===== src/hw/rtl/aet_pkg.sv =====
// ----------------------------------------------------------------------------
// aet_pkg
// Types, constants and register codes of the envelope trigger core.
// ----------------------------------------------------------------------------
package aet_pkg;

    localparam int CHANNELS_DEFAULT = 4;
    localparam int CFG_IDX_W        = 3;
    localparam int DIV_STEPS        = 16;

    typedef enum logic [CFG_IDX_W-1:0] {
        CFG_ATTACK_GAIN   = 3'd0,
        CFG_RELEASE_GAIN  = 3'd1,
        CFG_CEILING_LEVEL = 3'd2,
        CFG_TRIG_ON_LEVEL = 3'd3,
        CFG_TRIG_OFF_LEVEL = 3'd4
    } cfg_reg_t;

    localparam logic [15:0] ATTACK_GAIN_RST  = 16'd64855;
    localparam logic [15:0] RELEASE_GAIN_RST = 16'd65522;
    localparam logic [15:0] LEVEL_RST        = 16'd328;

    typedef struct packed {
        logic [1:0]         chan;
        logic signed [15:0] sample;
        logic               block_last;
    } aet_in_t;

    typedef struct packed {
        logic [1:0]  out_chan;
        logic [15:0] envelope_level;
        logic        trigger_active;
        logic [15:0] peak_level;
        logic [15:0] limited_level;
        logic        block_done;
    } aet_out_t;

    typedef struct packed {
        logic [23:0] env;
        logic        trig;
        logic        on_seen;
        logic        off_seen;
        logic [15:0] peak;
        logic [15:0] limit;
        logic        fresh;
    } aet_entry_t;

    localparam int ENTRY_W = $bits(aet_entry_t);

    localparam aet_entry_t ENTRY_RST = '{
        env: 24'd0, trig: 1'b0, on_seen: 1'b0, off_seen: 1'b1,
        peak: 16'd0, limit: 16'd0, fresh: 1'b1
    };

endpackage


===== src/hw/rtl/aet_ram.sv =====
// ----------------------------------------------------------------------------
// aet_ram
// Generic single-write, single-read RAM with a registered read port.
// ----------------------------------------------------------------------------
module aet_ram #(
    parameter int WIDTH = 8,
    parameter int DEPTH = 4
) (
    input  logic                                  aclk,
    input  logic                                  wr_en,
    input  logic [(DEPTH > 1 ? $clog2(DEPTH) : 1)-1:0] wr_addr,
    input  logic [WIDTH-1:0]                      wr_data,
    input  logic [(DEPTH > 1 ? $clog2(DEPTH) : 1)-1:0] rd_addr,
    output logic [WIDTH-1:0]                      rd_data
);

    logic [WIDTH-1:0] mem [DEPTH];
    logic [WIDTH-1:0] rd_data_reg;

    always_ff @(posedge aclk) begin
        if (wr_en) begin
            mem[wr_addr] <= wr_data;
        end
        rd_data_reg <= mem[rd_addr];
    end

    assign rd_data = rd_data_reg;

endmodule


===== src/hw/rtl/audio_envelope_trigger_core.sv =====
// ----------------------------------------------------------------------------
// audio_envelope_trigger_core
// Per-channel attack/release envelope follower with block peak, limiter and
// trigger flag.
// ----------------------------------------------------------------------------
// One request is handled at a time. An in-range sample passes through the
// states READ, FOLLOW, ENV, DIV and DONE when the envelope is above the
// ceiling, since the limited level then needs a 16-step restoring divider,
// and skips DIV otherwise; one beyond CHANNELS goes from READ to DONE.
// The channel state lives in one RAM that is read when a request is taken
// and written back when its result is loaded into the output register.
// A finished result waits in that register while the next request is
// taken. Configuration writes are always accepted.
module audio_envelope_trigger_core #(
    parameter int CHANNELS = aet_pkg::CHANNELS_DEFAULT
) (
    input  logic                               aclk,
    input  logic                               aresetn,
    input  logic                               s_valid,
    output logic                               s_ready,
    input  aet_pkg::aet_in_t                   s_data,
    output logic                               m_valid,
    input  logic                               m_ready,
    output aet_pkg::aet_out_t                  m_data,
    input  logic                               cfg_valid,
    output logic                               cfg_ready,
    input  logic [aet_pkg::CFG_IDX_W-1:0]      cfg_index,
    input  logic [15:0]                        cfg_data
);

    localparam int AW = (CHANNELS > 1) ? $clog2(CHANNELS) : 1;

    typedef enum logic [5:0] {
        S_IDLE   = 6'b000001,
        S_READ   = 6'b000010,
        S_FOLLOW = 6'b000100,
        S_ENV    = 6'b001000,
        S_DIV    = 6'b010000,
        S_DONE   = 6'b100000
    } state_t;

    state_t state_reg, state_next;

    logic [15:0] attack_reg, release_reg, ceil_reg, on_lvl_reg, off_lvl_reg;

    aet_pkg::aet_in_t    in_reg;
    logic [CHANNELS-1:0] vld_reg;
    logic                hit_reg;
    aet_pkg::aet_entry_t entry_reg;
    aet_pkg::aet_entry_t rd_entry, base_entry, fin_entry;
    logic [aet_pkg::ENTRY_W-1:0] rd_data;

    logic [23:0] d_reg, env_reg, rem_reg;
    logic [15:0] gain_reg, mag_reg, nlo_reg, q_reg, lim_reg;
    logic [31:0] cm_reg;
    logic        att_reg;
    logic [3:0]  cnt_reg;

    logic              m_valid_reg;
    aet_pkg::aet_out_t m_data_reg;

    logic        in_range;
    logic        out_free;
    logic [15:0] mag_in;
    logic [23:0] magf_in, magf_reg;
    logic [39:0] follow_prod;
    logic [23:0] follow_part;
    logic [39:0] div_num;
    logic [24:0] div_trial;
    logic        div_bit;
    logic [AW-1:0] addr;

    assign in_range  = 32'(in_reg.chan) < 32'(CHANNELS);
    assign out_free  = !m_valid_reg || m_ready;
    assign s_ready   = (state_reg == S_IDLE);
    assign cfg_ready = 1'b1;
    assign m_valid   = m_valid_reg;
    assign m_data    = m_data_reg;
    assign addr      = AW'(in_reg.chan);

    aet_ram #(
        .WIDTH (aet_pkg::ENTRY_W),
        .DEPTH (CHANNELS)
    ) u_state_ram (
        .aclk    (aclk),
        .wr_en   ((state_reg == S_DONE) && out_free && in_range),
        .wr_addr (addr),
        .wr_data (fin_entry),
        .rd_addr (AW'(s_data.chan)),
        .rd_data (rd_data)
    );

    // Configuration registers.
    always_ff @(posedge aclk) begin
        if (!aresetn) begin
            attack_reg  <= aet_pkg::ATTACK_GAIN_RST;
            release_reg <= aet_pkg::RELEASE_GAIN_RST;
            ceil_reg    <= aet_pkg::LEVEL_RST;
            on_lvl_reg  <= aet_pkg::LEVEL_RST;
            off_lvl_reg <= aet_pkg::LEVEL_RST;
        end else if (cfg_valid) begin
            unique case (cfg_index)
                aet_pkg::CFG_ATTACK_GAIN:    attack_reg  <= cfg_data;
                aet_pkg::CFG_RELEASE_GAIN:   release_reg <= cfg_data;
                aet_pkg::CFG_CEILING_LEVEL:  ceil_reg    <= cfg_data;
                aet_pkg::CFG_TRIG_ON_LEVEL:  on_lvl_reg  <= cfg_data;
                aet_pkg::CFG_TRIG_OFF_LEVEL: off_lvl_reg <= cfg_data;
                default: ;
            endcase
        end
    end

    // An entry never written since reset reads as the reset entry, and a
    // fresh block clears its per-block marks before the update.
    always_comb begin
        rd_entry   = hit_reg ? aet_pkg::aet_entry_t'(rd_data) : aet_pkg::ENTRY_RST;
        base_entry = rd_entry;
        if (rd_entry.fresh) begin
            base_entry.peak     = 16'd0;
            base_entry.limit    = 16'd0;
            base_entry.on_seen  = rd_entry.trig;
            base_entry.off_seen = !rd_entry.trig;
            base_entry.fresh    = 1'b0;
        end
    end

    assign mag_in      = in_reg.sample[15] ? 16'(-in_reg.sample) : 16'(in_reg.sample);
    assign magf_in     = {mag_in, 8'd0};
    assign magf_reg    = {mag_reg, 8'd0};
    assign follow_prod = 40'(gain_reg) * 40'(d_reg);
    assign follow_part = follow_prod[39:16];
    assign div_num     = {cm_reg, 8'd0};
    assign div_trial   = {rem_reg, nlo_reg[15]};
    assign div_bit     = div_trial >= {1'b0, env_reg};

    always_comb begin
        fin_entry       = entry_reg;
        fin_entry.env   = env_reg;
        if (mag_reg > entry_reg.peak) begin
            fin_entry.peak = mag_reg;
        end
        if (lim_reg > entry_reg.limit) begin
            fin_entry.limit = lim_reg;
        end
        if (!entry_reg.on_seen && env_reg > {on_lvl_reg, 8'd0}) begin
            fin_entry.on_seen = 1'b1;
            fin_entry.trig    = 1'b1;
        end
        if (!entry_reg.off_seen && env_reg < {off_lvl_reg, 8'd0}) begin
            fin_entry.off_seen = 1'b1;
            fin_entry.trig     = 1'b0;
        end
        fin_entry.fresh = in_reg.block_last;
    end

    always_comb begin
        state_next = state_reg;
        unique case (state_reg)
            S_IDLE:   if (s_valid) state_next = S_READ;
            S_READ:   state_next = in_range ? S_FOLLOW : S_DONE;
            S_FOLLOW: state_next = S_ENV;
            S_ENV:    state_next = (env_reg > {ceil_reg, 8'd0}) ? S_DIV : S_DONE;
            S_DIV:    if (cnt_reg == 4'(aet_pkg::DIV_STEPS - 1)) state_next = S_DONE;
            S_DONE:   if (out_free) state_next = S_IDLE;
            default:  state_next = S_IDLE;
        endcase
    end

    always_ff @(posedge aclk) begin
        if (!aresetn) begin
            state_reg   <= S_IDLE;
            vld_reg     <= '0;
            m_valid_reg <= 1'b0;
        end else begin
            state_reg <= state_next;
            if (state_reg == S_DONE && out_free) begin
                m_valid_reg <= 1'b1;
                if (in_range) begin
                    vld_reg[addr] <= 1'b1;
                end
            end else if (m_ready) begin
                m_valid_reg <= 1'b0;
            end
        end
    end

    always_ff @(posedge aclk) begin
        unique case (state_reg)
            S_IDLE: begin
                in_reg  <= s_data;
                hit_reg <= (32'(s_data.chan) < 32'(CHANNELS)) && vld_reg[AW'(s_data.chan)];
            end
            S_READ: begin
                entry_reg <= base_entry;
                mag_reg   <= mag_in;
                cm_reg    <= 32'(ceil_reg) * 32'(mag_in);
                att_reg   <= rd_entry.env < magf_in;
                if (rd_entry.env < magf_in) begin
                    d_reg    <= magf_in - rd_entry.env;
                    gain_reg <= attack_reg;
                end else begin
                    d_reg    <= rd_entry.env - magf_in;
                    gain_reg <= release_reg;
                end
            end
            S_FOLLOW: begin
                env_reg <= att_reg ? magf_reg - follow_part : magf_reg + follow_part;
            end
            S_ENV: begin
                rem_reg <= div_num[39:16];
                nlo_reg <= div_num[15:0];
                q_reg   <= '0;
                cnt_reg <= '0;
                lim_reg <= mag_reg;
            end
            S_DIV: begin
                rem_reg <= div_bit ? 24'(div_trial - {1'b0, env_reg}) : div_trial[23:0];
                nlo_reg <= {nlo_reg[14:0], 1'b0};
                q_reg   <= {q_reg[14:0], div_bit};
                cnt_reg <= cnt_reg + 4'd1;
                lim_reg <= {q_reg[14:0], div_bit};
            end
            S_DONE: begin
                if (out_free) begin
                    m_data_reg.out_chan   <= in_reg.chan;
                    m_data_reg.block_done <= in_reg.block_last;
                    if (in_range) begin
                        m_data_reg.envelope_level <= env_reg[23:8];
                        m_data_reg.trigger_active <= fin_entry.trig;
                        m_data_reg.peak_level     <= fin_entry.peak;
                        m_data_reg.limited_level  <= fin_entry.limit;
                    end else begin
                        m_data_reg.envelope_level <= '0;
                        m_data_reg.trigger_active <= 1'b0;
                        m_data_reg.peak_level     <= '0;
                        m_data_reg.limited_level  <= '0;
                    end
                end
            end
            default: ;
        endcase
    end

endmodule


===== config.mk =====
export PLATFORM = sky130hd
export DESIGN_NAME = audio_envelope_trigger_core
export DESIGN_NICKNAME = d
export VERILOG_FILES = /design/src/hw/rtl/aet_pkg.sv /design/src/hw/rtl/aet_ram.sv /design/src/hw/rtl/audio_envelope_trigger_core.sv
export SDC_FILE = /design/constraint.sdc
export NUM_CORES = 2
export LEC_CHECK = 0
export BUFFER_PORTS_ARGS = -buffer_cell sky130_fd_sc_hd__buf_4
export CELL_PAD_IN_SITES_DETAIL_PLACEMENT = 0
export CELL_PAD_IN_SITES_GLOBAL_PLACEMENT = 2
export CORE_ASPECT_RATIO = 1.25
export CORE_MARGIN = 10
export CORE_UTILIZATION = 30
export DETAILED_ROUTE_END_ITERATION = 10
export GPL_ROUTABILITY_DRIVEN = 0
export PLACE_DENSITY_LB_ADDON = 0.08
export SYNTH_ARGS = -nofsm -noshare
export SYNTH_HDL_FRONTEND = slang
export SYNTH_HIERARCHICAL = 1
export SYNTH_SLANG_ARGS = --single-unit
export TNS_END_PERCENT = 1

===== constraint.sdc =====
create_clock -name aclk -period 11.2 [get_ports aclk]
set_input_delay 1.12 -clock aclk [delete_from_list [all_inputs] [get_ports aclk]]
set_output_delay 1.12 -clock aclk [all_outputs]
set_load 0.01 [all_outputs]

==> impl_metrics.tcl <==
set metrics [dict create \
    cts_root_buf "clkbuf_16" \
    grt_pass1_wl_um 245000 \
    cpPeakStageDelay_ps 750 \
    ys_ff_latch 678 \
    ys_async_sr_fraction 0 \
    final_max_slew_viol_count 0 \
    die_x_um 387 \
    start_util 0.301 \
    syn_inst 4685 \
    synth_fa_ha_area_frac 0.294 \
    syn_nets 5610 \
    hp-class "flop to flop" \
    cp_common_cell "fa_1" \
    yosys.cell_types.count 90 \
    vias 33100 \
    syn_area_um2 50400 \
    grt_max_degree 78 \
    period_share 0.905 \
    cp_num_buf_inv 4 \
    grt_util_all_layers 0.176 \
    finalSetupViolCount 0 \
    boundaryPins 98 \
    synth-simple-area-share 0.125 \
    crit_type "flop to flop" \
    die_y_um 478 \
    antenna_found_initial 8 \
    finalWirelength_um 162000 \
    rows 168 \
    synth_top_family_by_area "adder cells" \
    tightestPinTransition_ps 1220 \
    cpMaxStageDelayCell "edfxtp_1" \
    postSynthAreaPerCell_um2 10.8 \
    synth_compound_area_frac 0.0754 \
    overflow 0 \
    hold_ws_ps 463 \
    finalNetCount 5705 \
    path_max_fanout 24 \
    status "finished, final reports clean" \
    synth_flop_cell "edfxtp_1" \
    arrival_ps 10570 \
    synth_warnings 6 \
    fillCellCount 17200 \
    fin_skew_ps 40.0 \
    die_area_um2 185000 \
    grt_pass1_vias 36400 \
    vias_per_cell 4.69 \
    rsz0062_at_grt "no" \
    synth-xor-area-share 0.0224 \
    crit_family "compound AO/OA/AOI/OAI gates" \
    port_buffers 96 \
    required_ps 11630 \
    cts_buffers 77 \
    clk_path_buf_depth 3 \
    insertion_delay_ps 690 \
    setup_tns_ps 0 \
    area_growth_pct 12.3 \
    cts_max_level 3 \
    core-area_um2 167000 \
    finalHoldViolations 0 \
    r2r_slack_ps 1060 \
    synth_mux_area_frac 0.0371 \
    ant_nets 0 \
    startpoint_type "flop" \
    post_cts_resize_count 0 \
    end_kind "flop" \
    wire_per_inst_um 23.0 \
    cts_tree "done" \
    clk_pin_slew_ps 60 \
    relSlewSlack 0.178 \
    largest_reg_flops 240 \
    first_pass_iters 7 \
    yosysSeqAreaShare 0.374 \
    synth_edf_count 527 \
    hold_buffers 0 \
    drc 0 \
    period_needed_ps 10140 \
    clock-sinks 678 \
    post_route_cells_drive_above_1_share 0.0951 \
    maxCapViolCount 0 \
    fmax_ghz 0.0986 \
    cts_setup_buffers 0 \
    drtIter0Drc 1813 \
    hpwl_um 122000 \
]
==> cell families (layout without fill, tap and decap cells) <==
logic type / count (synthesis) / count (layout)
adders and majority gates: 882 / 882
other: 1 / 3
AOI/OAI and AO/OA: 560 / 560
DFF: 678 / 678
and+or+nand+nor: 1395 / 1395
muxes: 106 / 106
buffers and inverters: 934 / 1094
xor gates and xnor gates: 129 / 129
==> final timing paths <==
kind | from | endpoint | cells after the start
max | gain_reg[4] | env_reg[23] | 33
min | off_lvl_reg[0] | off_lvl_reg[0] | 2
max reg2reg | gain_reg[4] | env_reg[23] | 33
min reg2reg | off_lvl_reg[0] | off_lvl_reg[0] | 2
==> worst register-to-register path, delay by kind of cell, from the launching register on <==
family,cells,cell delay (ps)
AO/OA/AOI/OAI,16,4200
adder cells (fa/ha/maj),8,3870
flip-flops,1,750
AND/OR/NAND/NOR,3,530
XOR/XNOR,2,310
buffers and inverters,4,220
==> cell usage after synthesis, types with 105 or more instances <==
cell / n / area share
and2_1: 212 / 0.026
ha_1: 380 / 0.094
a21oi_1: 133 / 0.013
nand2_1: 764 / 0.057
dfxtp_1: 151 / 0.060
inv_1: 746 / 0.056
fa_1: 502 / 0.20
nor2_1: 188 / 0.014
edfxtp_1: 527 / 0.31
a21o_1: 105 / 0.016
clkbuf_1: 155 / 0.012
==> cell usage in the layout, fill, tap and decap left out, types with 21 or more instances in the layout <==
| cell | Yosys | routed |
|---|---|---|
| nand2_1 | 764 | 763 |
| inv_1 | 746 | 746 |
| edfxtp_1 | 527 | 527 |
| fa_1 | 502 | 502 |
| ha_1 | 380 | 380 |
| and2_1 | 212 | 212 |
| buf_4 | 1 | 197 |
| nor2_1 | 188 | 188 |
| dfxtp_1 | 151 | 151 |
| a21oi_1 | 133 | 133 |
| a21o_1 | 105 | 105 |
| o21ai_0 | 83 | 83 |
| clkbuf_16 | 0 | 79 |
| xnor2_1 | 83 | 76 |
| mux4_2 | 61 | 61 |
| a21boi_0 | 51 | 51 |
| xor2_1 | 46 | 45 |
| nand3_1 | 45 | 45 |
| o21a_1 | 42 | 42 |
| nand4_1 | 37 | 37 |
| mux2_2 | 34 | 34 |
| nor3_1 | 30 | 30 |
| nor2b_1 | 24 | 22 |
| nand2b_1 | 21 | 21 |
==> final cells by class <==
class | instances | area, µm² | share of cell area
Multi-Input combinational cell | 3073 | 28100 | 0.496
Sequential cell | 678 | 18800 | 0.333
Inverter | 753 | 2830 | 0.0499
Tap cell | 2210 | 2770 | 0.0489
Clock buffer | 99 | 2060 | 0.0364
Timing Repair Buffer | 197 | 1480 | 0.0261
Clock inverter | 45 | 549 | 0.00971
Antenna cell | 2 | 5.00 | 0.0000884
==> metrics by stage <==
stage	setup slack [ps]	cells	util	cell area (µm²)
after detailed placement	997	6911	0.323	54000
final	1060	7057	0.338	56600
after floorplan	299	4685	-	50400
after global routing	240	7056	0.338	56600
after CTS	921	7055	0.338	56600
after global placement	1070	6911	0.323	54000
==> per-layer routing <==
layer	GRT usage	vias up	wire (µm)	share of wire
met2	0.315	488	82300	0.51
met4	0.0534	2	4680	0.029
met5	0	-	13	0.000080
li1	-	15500	-	-
met3	0.0173	184	4780	0.029
met1	0.223	16900	70500	0.43
Power is not shown: default switching activity piles up to over one toggle a cycle in this logic, so the estimate is an artifact.
